===== src/etam_pkg.sv =====
// etam_pkg: shared types and constants for the emg / tilt activity monitor
// used by the config, front, queue, back and top-level modules
`timescale 1ns / 1ps
`default_nettype none

package etam_pkg;

  typedef enum logic [1:0] {
    MODE_EMG   = 2'd0,
    MODE_ACCEL = 2'd1,
    MODE_TICK  = 2'd2,
    MODE_WAKE  = 2'd3
  } etam_mode_t;

  typedef enum logic [2:0] {
    KIND_NONE  = 3'd0,
    KIND_EMG   = 3'd1,
    KIND_DIR   = 3'd2,
    KIND_SLEEP = 3'd3,
    KIND_WOKE  = 3'd4
  } etam_kind_t;

  typedef enum logic [1:0] {
    DIR_CENTRE = 2'd0,
    DIR_RIGHT  = 2'd1,
    DIR_LEFT   = 2'd2
  } etam_dir_t;

  localparam logic [2:0] REG_EMG_THRESHOLD = 3'd0;
  localparam logic [2:0] REG_EMG_CONFIRM   = 3'd1;
  localparam logic [2:0] REG_SLEEP_AFTER   = 3'd2;
  localparam logic [2:0] REG_CENTER_TAN_SQ = 3'd3;
  localparam logic [2:0] REG_MIN_YZ_SQUARE = 3'd4;

  localparam logic [9:0]  RST_EMG_THRESHOLD = 10'd700;
  localparam logic [3:0]  RST_EMG_CONFIRM   = 4'd3;
  localparam logic [7:0]  RST_SLEEP_AFTER   = 8'd10;
  localparam logic [15:0] RST_CENTER_TAN_SQ = 16'd4705;
  localparam logic [31:0] RST_MIN_YZ_SQUARE = 32'd268;

  typedef struct packed {
    logic [9:0]  emg_threshold;
    logic [3:0]  emg_confirm_count;
    logic [7:0]  sleep_after_seconds;
    logic [15:0] center_tan_sq_q16;
    logic [31:0] min_yz_square;
  } etam_cfg_t;

  // classified request handed from front to back
  typedef struct packed {
    etam_mode_t mode;
    logic [9:0] emg_sample;
    etam_dir_t  dir;
  } etam_item_t;

  typedef struct packed {
    etam_kind_t report_kind;
    logic [9:0] emg_level;
    etam_dir_t  direction;
    logic       emg_active_flag;
    logic       emg_changed;
    logic       sleeping_flag;
  } etam_result_t;

endpackage

`default_nettype wire


===== src/etam_cfg.sv =====
// etam_cfg: configuration register file with reset defaults
// depends on etam_pkg
`timescale 1ns / 1ps
`default_nettype none

module etam_cfg (
  input  wire logic                clk,
  input  wire logic                rst_n,
  input  wire logic                cfg_wr_en,
  input  wire logic [2:0]          cfg_index,
  input  wire logic [31:0]         cfg_wdata,
  output etam_pkg::etam_cfg_t      cfg
);
  import etam_pkg::*;

  etam_cfg_t cfg_r;

  always_ff @(posedge clk) begin
    if (!rst_n) begin
      cfg_r.emg_threshold       <= RST_EMG_THRESHOLD;
      cfg_r.emg_confirm_count   <= RST_EMG_CONFIRM;
      cfg_r.sleep_after_seconds <= RST_SLEEP_AFTER;
      cfg_r.center_tan_sq_q16   <= RST_CENTER_TAN_SQ;
      cfg_r.min_yz_square       <= RST_MIN_YZ_SQUARE;
    end else if (cfg_wr_en) begin
      case (cfg_index)
        REG_EMG_THRESHOLD: cfg_r.emg_threshold       <= cfg_wdata[9:0];
        REG_EMG_CONFIRM:   cfg_r.emg_confirm_count   <= cfg_wdata[3:0];
        REG_SLEEP_AFTER:   cfg_r.sleep_after_seconds <= cfg_wdata[7:0];
        REG_CENTER_TAN_SQ: cfg_r.center_tan_sq_q16   <= cfg_wdata[15:0];
        REG_MIN_YZ_SQUARE: cfg_r.min_yz_square       <= cfg_wdata;
        default: ;
      endcase
    end
  end

  assign cfg = cfg_r;

endmodule

`default_nettype wire


===== src/etam_front.sv =====
// etam_front: accepts input requests and classifies tilt over four steps
// (squares, y/z sum, tangent product, compare); depends on etam_pkg
`timescale 1ns / 1ps
`default_nettype none

module etam_front (
  input  wire logic                clk,
  input  wire logic                rst_n,
  input  wire etam_pkg::etam_cfg_t cfg,
  input  wire logic                in_valid,
  output logic                     in_ready,
  input  wire etam_pkg::etam_mode_t in_mode,
  input  wire logic [9:0]          in_emg_sample,
  input  wire logic [15:0]         in_accel_x,
  input  wire logic [15:0]         in_accel_y,
  input  wire logic [15:0]         in_accel_z,
  output logic                     push,
  output etam_pkg::etam_item_t     push_item,
  input  wire logic                q_full
);
  import etam_pkg::*;

  typedef enum logic [2:0] {
    PH_IDLE,
    PH_SQ,
    PH_SUM,
    PH_MUL,
    PH_CMP
  } phase_t;

  phase_t      phase_r;
  etam_mode_t  mode_r;
  logic [9:0]  sample_r;
  logic signed [15:0] x_r, y_r, z_r;
  logic [31:0] x2_r, y2_r, z2_r, yz_r;
  logic [47:0] prod_r;
  logic        near_r;

  logic signed [31:0] xe, ye, ze;
  logic               accept;
  logic               tilted;
  etam_dir_t          dir;

  assign xe = 32'(x_r);
  assign ye = 32'(y_r);
  assign ze = 32'(z_r);

  assign in_ready = (phase_r == PH_IDLE) || (phase_r == PH_CMP && !q_full);
  assign accept   = in_valid && in_ready;
  assign push     = (phase_r == PH_CMP) && !q_full;

  assign tilted = {x2_r, 16'd0} > prod_r;

  always_comb begin
    dir = DIR_CENTRE;
    if (!near_r && tilted) begin
      dir = x_r[15] ? DIR_RIGHT : DIR_LEFT;
    end
  end

  assign push_item.mode       = mode_r;
  assign push_item.emg_sample = sample_r;
  assign push_item.dir        = dir;

  always_ff @(posedge clk) begin
    if (!rst_n) begin
      phase_r <= PH_IDLE;
    end else begin
      case (phase_r)
        PH_IDLE: if (accept) phase_r <= PH_SQ;
        PH_SQ:   phase_r <= PH_SUM;
        PH_SUM:  phase_r <= PH_MUL;
        PH_MUL:  phase_r <= PH_CMP;
        PH_CMP: begin
          if (accept) begin
            phase_r <= PH_SQ;
          end else if (push) begin
            phase_r <= PH_IDLE;
          end
        end
        default: phase_r <= PH_IDLE;
      endcase
    end
  end

  always_ff @(posedge clk) begin
    if (accept) begin
      mode_r   <= in_mode;
      sample_r <= in_emg_sample;
      x_r      <= $signed(in_accel_x);
      y_r      <= $signed(in_accel_y);
      z_r      <= $signed(in_accel_z);
    end
    if (phase_r == PH_SQ) begin
      x2_r <= $unsigned(xe * xe);
      y2_r <= $unsigned(ye * ye);
      z2_r <= $unsigned(ze * ze);
    end
    if (phase_r == PH_SUM) begin
      yz_r <= y2_r + z2_r;
    end
    if (phase_r == PH_MUL) begin
      prod_r <= 48'(cfg.center_tan_sq_q16) * 48'(yz_r);
      near_r <= yz_r <= cfg.min_yz_square;
    end
  end

endmodule

`default_nettype wire


===== src/etam_queue.sv =====
// etam_queue: two-entry queue of classified requests between front and back
// depends on etam_pkg
`timescale 1ns / 1ps
`default_nettype none

module etam_queue (
  input  wire logic                clk,
  input  wire logic                rst_n,
  input  wire logic                push,
  input  wire etam_pkg::etam_item_t push_item,
  output logic                     full,
  input  wire logic                pop,
  output logic                     not_empty,
  output etam_pkg::etam_item_t     head
);
  import etam_pkg::*;

  etam_item_t mem_r [2];
  logic       wr_ptr_r;
  logic       rd_ptr_r;
  logic [1:0] count_r;

  assign full      = (count_r == 2'd2);
  assign not_empty = (count_r != 2'd0);
  assign head      = mem_r[rd_ptr_r];

  always_ff @(posedge clk) begin
    if (push) begin
      mem_r[wr_ptr_r] <= push_item;
    end
  end

  always_ff @(posedge clk) begin
    if (!rst_n) begin
      wr_ptr_r <= 1'b0;
      rd_ptr_r <= 1'b0;
      count_r  <= 2'd0;
    end else begin
      if (push) wr_ptr_r <= ~wr_ptr_r;
      if (pop)  rd_ptr_r <= ~rd_ptr_r;
      case ({push, pop})
        2'b10:   count_r <= count_r + 2'd1;
        2'b01:   count_r <= count_r - 2'd1;
        default: count_r <= count_r;
      endcase
    end
  end

endmodule

`default_nettype wire


===== src/etam_back.sv =====
// etam_back: applies emg, tilt, idle and sleep state updates and holds the result
// register; depends on etam_pkg
`timescale 1ns / 1ps
`default_nettype none

module etam_back (
  input  wire logic                clk,
  input  wire logic                rst_n,
  input  wire etam_pkg::etam_cfg_t cfg,
  input  wire logic                q_not_empty,
  input  wire etam_pkg::etam_item_t q_head,
  output logic                     pop,
  output logic                     out_valid,
  input  wire logic                out_ready,
  output etam_pkg::etam_result_t   out_result
);
  import etam_pkg::*;

  logic         sleeping_r, sleeping_nxt;
  logic [3:0]   hits_r, hits_nxt;
  logic         active_r, active_nxt;
  logic [7:0]   idle_r, idle_nxt;
  etam_dir_t    last_r, last_nxt;
  logic         out_valid_r;
  etam_result_t result_r, result_nxt;

  logic [4:0]   hit_inc;
  logic [3:0]   hit_dec;
  logic [8:0]   tick_inc;

  assign pop        = q_not_empty && (!out_valid_r || out_ready);
  assign out_valid  = out_valid_r;
  assign out_result = result_r;

  assign hit_inc  = {1'b0, hits_r} + 5'd1;
  assign hit_dec  = (hits_r != 4'd0) ? hits_r - 4'd1 : hits_r;
  assign tick_inc = {1'b0, idle_r} + 9'd1;

  always_comb begin
    sleeping_nxt = sleeping_r;
    hits_nxt     = hits_r;
    active_nxt   = active_r;
    idle_nxt     = idle_r;
    last_nxt     = last_r;
    result_nxt.report_kind = KIND_NONE;
    result_nxt.emg_level   = 10'd0;
    result_nxt.direction   = DIR_CENTRE;
    case (q_head.mode)
      MODE_WAKE: begin
        sleeping_nxt = 1'b0;
        idle_nxt     = 8'd0;
        last_nxt     = DIR_CENTRE;
        result_nxt.report_kind = KIND_WOKE;
      end
      default: begin
        if (!sleeping_r) begin
          if (q_head.mode == MODE_EMG) begin
            if (q_head.emg_sample > cfg.emg_threshold) begin
              if (hit_inc >= {1'b0, cfg.emg_confirm_count}) begin
                active_nxt = 1'b1;
                hits_nxt   = cfg.emg_confirm_count;
              end else begin
                hits_nxt = hit_inc[3:0];
              end
            end else begin
              hits_nxt = hit_dec;
              if (hit_dec == 4'd0) active_nxt = 1'b0;
            end
            if (active_nxt) begin
              result_nxt.report_kind = KIND_EMG;
              result_nxt.emg_level   = q_head.emg_sample;
            end
          end else if (!active_r) begin
            if (q_head.mode == MODE_ACCEL) begin
              result_nxt.report_kind = KIND_DIR;
              result_nxt.direction   = q_head.dir;
              if (q_head.dir != last_r) begin
                idle_nxt = 8'd0;
                last_nxt = q_head.dir;
              end
            end else begin
              if (tick_inc >= {1'b0, cfg.sleep_after_seconds}) begin
                sleeping_nxt = 1'b1;
                idle_nxt     = 8'd0;
                result_nxt.report_kind = KIND_SLEEP;
              end else begin
                idle_nxt = tick_inc[7:0];
              end
            end
          end
          if (active_nxt) begin
            idle_nxt = 8'd0;
            last_nxt = DIR_CENTRE;
          end
        end
      end
    endcase
    result_nxt.emg_active_flag = active_nxt;
    result_nxt.emg_changed     = active_nxt != active_r;
    result_nxt.sleeping_flag   = sleeping_nxt;
  end

  always_ff @(posedge clk) begin
    if (!rst_n) begin
      sleeping_r  <= 1'b0;
      hits_r      <= 4'd0;
      active_r    <= 1'b0;
      idle_r      <= 8'd0;
      last_r      <= DIR_CENTRE;
      out_valid_r <= 1'b0;
    end else begin
      if (pop) begin
        sleeping_r <= sleeping_nxt;
        hits_r     <= hits_nxt;
        active_r   <= active_nxt;
        idle_r     <= idle_nxt;
        last_r     <= last_nxt;
      end
      if (pop) begin
        out_valid_r <= 1'b1;
      end else if (out_ready) begin
        out_valid_r <= 1'b0;
      end
    end
  end

  always_ff @(posedge clk) begin
    if (pop) result_r <= result_nxt;
  end

endmodule

`default_nettype wire


===== src/emg_tilt_activity_monitor.sv =====
// emg_tilt_activity_monitor: top level joining config, front, queue and back
// depends on etam_pkg, etam_cfg, etam_front, etam_queue, etam_back
//
//   port group  dir  contents
//   in_*        in   tuser: mode; tdata: emg_sample, accel_x, accel_y, accel_z
//   out_*       out  tuser: report_kind; tdata: emg_level, direction, flags
//   cfg_*       in   write enable, register index, 32-bit write data
//
// the front takes a new request while idle or in its compare step, when the queue is not full,
// so a request is accepted only once the last has passed the four classify steps (squares,
// y/z sum, tangent product, compare); the queue hop and the back's result register lie between
// the front and out_tvalid; a two-entry queue lets the front keep classifying while out_tready is low
// rst_n is synchronous, active low, and clears all control state
`timescale 1ns / 1ps
`default_nettype none

module emg_tilt_activity_monitor (
  input  wire logic        clk,
  input  wire logic        rst_n,
  input  wire logic        in_tvalid,
  output logic             in_tready,
  input  wire logic [63:0] in_tdata,   // emg_sample, accel_x, accel_y, accel_z, zero pad
  input  wire logic [1:0]  in_tuser,   // mode
  output logic             out_tvalid,
  input  wire logic        out_tready,
  output logic [15:0]      out_tdata,  // emg_level, direction, emg_active_flag,
                                       // emg_changed, sleeping_flag, zero pad
  output logic [2:0]       out_tuser,  // report_kind
  input  wire logic        cfg_wr_en,
  input  wire logic [2:0]  cfg_index,
  input  wire logic [31:0] cfg_wdata
);
  import etam_pkg::*;

  etam_cfg_t    cfg;
  logic         push;
  etam_item_t   push_item;
  logic         q_full;
  logic         pop;
  logic         q_not_empty;
  etam_item_t   q_head;
  etam_result_t result;

  etam_cfg u_cfg (
    .clk       (clk),
    .rst_n     (rst_n),
    .cfg_wr_en (cfg_wr_en),
    .cfg_index (cfg_index),
    .cfg_wdata (cfg_wdata),
    .cfg       (cfg)
  );

  etam_front u_front (
    .clk           (clk),
    .rst_n         (rst_n),
    .cfg           (cfg),
    .in_valid      (in_tvalid),
    .in_ready      (in_tready),
    .in_mode       (etam_mode_t'(in_tuser)),
    .in_emg_sample (in_tdata[9:0]),
    .in_accel_x    (in_tdata[25:10]),
    .in_accel_y    (in_tdata[41:26]),
    .in_accel_z    (in_tdata[57:42]),
    .push          (push),
    .push_item     (push_item),
    .q_full        (q_full)
  );

  etam_queue u_queue (
    .clk       (clk),
    .rst_n     (rst_n),
    .push      (push),
    .push_item (push_item),
    .full      (q_full),
    .pop       (pop),
    .not_empty (q_not_empty),
    .head      (q_head)
  );

  etam_back u_back (
    .clk         (clk),
    .rst_n       (rst_n),
    .cfg         (cfg),
    .q_not_empty (q_not_empty),
    .q_head      (q_head),
    .pop         (pop),
    .out_valid   (out_tvalid),
    .out_ready   (out_tready),
    .out_result  (result)
  );

  assign out_tuser = result.report_kind;
  assign out_tdata = {1'b0, result.sleeping_flag, result.emg_changed,
                      result.emg_active_flag, result.direction, result.emg_level};

endmodule

`default_nettype wire


===== config.mk =====
export PLATFORM = sky130hd
export DESIGN_NAME = emg_tilt_activity_monitor
export DESIGN_NICKNAME = d
export VERILOG_FILES = /design/src/etam_pkg.sv /design/src/etam_cfg.sv /design/src/etam_front.sv /design/src/etam_queue.sv /design/src/etam_back.sv /design/src/emg_tilt_activity_monitor.sv
export SDC_FILE = /design/constraint.sdc
export NUM_CORES = 2
export LEC_CHECK = 0
export ABC_AREA = 1
export BUFFER_PORTS_ARGS = -buffer_cell sky130_fd_sc_hd__clkbuf_2
export CAP_MARGIN = 25
export CORE_ASPECT_RATIO = 2
export CORE_UTILIZATION = 39
export DETAILED_ROUTE_END_ITERATION = 8
export PLACE_DENSITY = 0.58
export SLEW_MARGIN = 20
export SYNTH_ARGS = -nofsm -noshare
export SYNTH_HDL_FRONTEND = slang
export SYNTH_HIERARCHICAL = 1
export SYNTH_SLANG_ARGS = --single-unit

===== constraint.sdc =====
create_clock -name clk -period 8.4 [get_ports clk]
set_input_delay 0.42 -clock clk [delete_from_list [all_inputs] [get_ports clk]]
set_output_delay 0.42 -clock clk [all_outputs]
set_load 0.01 [all_outputs]

==> metrics.txt <==
Max transition margin 19.56%; port buffer count 119; I/O pins 127; number of global-route vias before repair 54,310; Yosys cell types 49; asr flop ratio synth 0%; Clk Latency, worst-skew pair 0.64 ns; final-report max-slew violation count 0; GPL Wtd Cong 0.9701; startpoint types flip-flop; DRT iter0 DRCs 2,210; initial antenna violation count 9; WP buf/inv 4; Synth Net Count 9,737; Clock transition at path regs 0.07 ns; worst-path cell chain nand2_1, inv_1, fa_1, fa_1, inv_1, fa_1, fa_1, inv_1, fa_1, fa_1, ha_1, nand2_1, nor2_1, inv_1, nor3_1, nand3_1, nand4_1, nand2_1; Max Clk Rate 150.2 MHz; CTS root buf clkbuf_16; crit share post-route 79.28%; highest cell delay on the worst timing path 0.86 ns; Seq/Total Area, Yosys 16.04%; top post-synthesis cells by area fa_1, inv_1, edfxtp_1; Overflow after GRT 0; layout cells sized above 1 4.617%; TNS Setup 0 ns; Die Wd 289.1 um; clk buf depth 3; die height 576.1 um; total CTS buffers 41; Crit path max-delay family adder cells; GRT Util Overall 22.30%; Setup Buffers After CTS 0; CP Capture Type flip-flop; die area 166,500 sq um; count leader, synth inv_1; slowest CP cell edfxtp_1; largest net degree at the start of global routing 88; routed vias 49,195; row count 210; DRC Markers 0; RSZ-0062 raised after global routing false; antenna violation net count after detailed routing 0; leading area contributor after synthesis fa_1; EDFF count, synth 280; Fill cells 16,508; Synth Instances 7,998; Setup Skew 0.02743 ns; Post-DP HPWL 150.2 mm; area occupied by multi-input gates 44,330 sq um; cts repair resizes 0; Total Routed Length 179.2 mm; register area 10,330 sq um; status finished, final reports clean; Post-synth top flop edfxtp_1; Max Cap Viol 0; Num Clock Sinks 375; CTS tree done; vias per inst 4.828; CP most frequent cell fa_1; Final Critical Period 6.659 ns; Layout area overhead 7.410%; first-pass GRT wire length 285.6 mm; Routed wire per std cell 17.59 um; Mean Syn Cell Area 8.037 sq um; Final nets 9,764; YS warnings 6; area share of the largest cell type after synthesis 35.50%; FF+latch count, synth 375; drt first pass iters 6; H-tree levels 2; Hold Crit Class input port to flip-flop; peak fanout along the critical path 16; final hold vios 0; Data arrival, critical path 7.00 ns; Synth top cells by count inv_1, nand2_1, fa_1; Setup Crit Path Kind flip-flop to flip-flop; Worst EP required 8.74 ns; synthesized cell area 64,280 sq um; Tightest Pin Transition 1.207 ns; Finish-stage setup viols 0; core area 163,700 sq um; Starting Density 39.27%
[logic make-up after synthesis]
family / after synthesis / share of synthesized area (%)
muxes: 14 / 0.2453
other: 1 / 0.005834
AOI/OAI and AO/OA: 377 / 3.167
adders and majority gates: 1633 / 45.10
xor gates and xnor gates: 133 / 1.812
and+or+nand+nor: 2912 / 18.60
DFF: 375 / 16.04
buffers and inverters: 2553 / 15.03
[placed cells by master (no fill, tap or decap), types with 16 or more instances in the layout]
| cell | synthesis | routed |
|---|---|---|
| a21oi_1 | 216 | 216 |
| nor2_2 | 20 | 21 |
| buf_4 | 3 | 30 |
| dfxtp_2 | 0 | 16 |
| clkbuf_2 | 0 | 118 |
| o21ai_0 | 100 | 100 |
| fa_1 | 1140 | 1140 |
| dfxtp_1 | 95 | 79 |
| inv_1 | 2310 | 2309 |
| ha_1 | 493 | 493 |
| dlygate4sd3_1 | 0 | 61 |
| xor2_1 | 98 | 98 |
| xnor2_1 | 35 | 35 |
| nand3_1 | 237 | 237 |
| nand3b_1 | 23 | 23 |
| nor3_1 | 51 | 50 |
| clkbuf_16 | 0 | 43 |
| nand2_1 | 1999 | 1999 |
| nand2_2 | 35 | 35 |
| edfxtp_1 | 280 | 280 |
| nor2_1 | 426 | 423 |
| nand4_1 | 70 | 70 |
[worst paths after layout]
kind / from / end / slack, ns / cells after the start
max: u_front/z_r[1]$_DFFE_PP_ / u_front/z2_r[27]$_DFFE_PP_ / 1.74 / 18
min: cfg_wdata[6] / u_cfg/cfg[38]$_SDFFE_PN1P_ / 0.06 / 3
max reg2reg: u_front/z_r[1]$_DFFE_PP_ / u_front/z2_r[27]$_DFFE_PP_ / 1.74 / 18
min reg2reg: u_front/sample_r[8]$_DFFE_PP_ / u_queue/mem_r[0][10]$_DFFE_PP_ / 0.45 / 0
[registers in the layout, summed over array words and instances, names as in the netlist, 3 cells and up, named ones only]
register,flops
u_front/sample_r,10
u_front/yz_r,32
u_front/x2_r,31
u_front/y2_r,31
u_front/z_r,16
u_back/out_result,18
u_front/phase_r,3
u_front/x_r,16
u_back/hits_r,4
u_queue/mem_r,28
u_cfg/cfg,70
u_back/idle_r,8
u_front/z2_r,31
u_front/y_r,16
u_front/prod_r,48
[layer usage]
layer | routed length (um) | GRT usage [%] | vias up
met2 | 100600 | 43.93 | 1137
met5 | 0 | 0 | -
met1 | 59850 | 21.63 | 24227
met3 | 4794 | 1.443 | 523
li1 | - | - | 23308
met4 | 13930 | 15.15 | 0
[metrics by stage]
step	cell area (sq um)	cells	hold WS [ns]	setup WS (ns)	utilization, %
final	69040	10189	0.05979	1.741	42.18
after global routing	69030	10185	0.05628	1.523	42.17
after CTS	69020	10178	0.02339	1.785	42.16
after detailed placement	66930	10041	0.4392	1.807	40.89
after global placement	66850	10036	0.4315	1.903	40.84
after floorplan	64280	7998	0.4215	1.013	-
[worst min-delay path, delay by kind of cell]
kind,cells,cell delay [ns]
buffers and inverters,1,0.11
and+or+nand+nor,2,0.13
[cell type report]
class / count / share of cell area [%]
Clock buffer: 47 / 1.580
Sequential cell: 375 / 14.96
Antenna cell: 11 / 0.03987
Inverter: 2322 / 12.63
Tap cell: 2120 / 3.842
Timing Repair Buffer: 215 / 2.182
Clock inverter: 29 / 0.5582
Multi-Input combinational cell: 5070 / 64.21
[what timing repair did]
item                                   in CTS  in global routing
endpoints found under the hold margin      62                  0
hold buffers                               61                  0
setup endpoints to repair                   0                  0
Power is left out: the tool's default activity adds up to more than one toggle a clock period on the data nets, which glitch-free logic cannot reach.
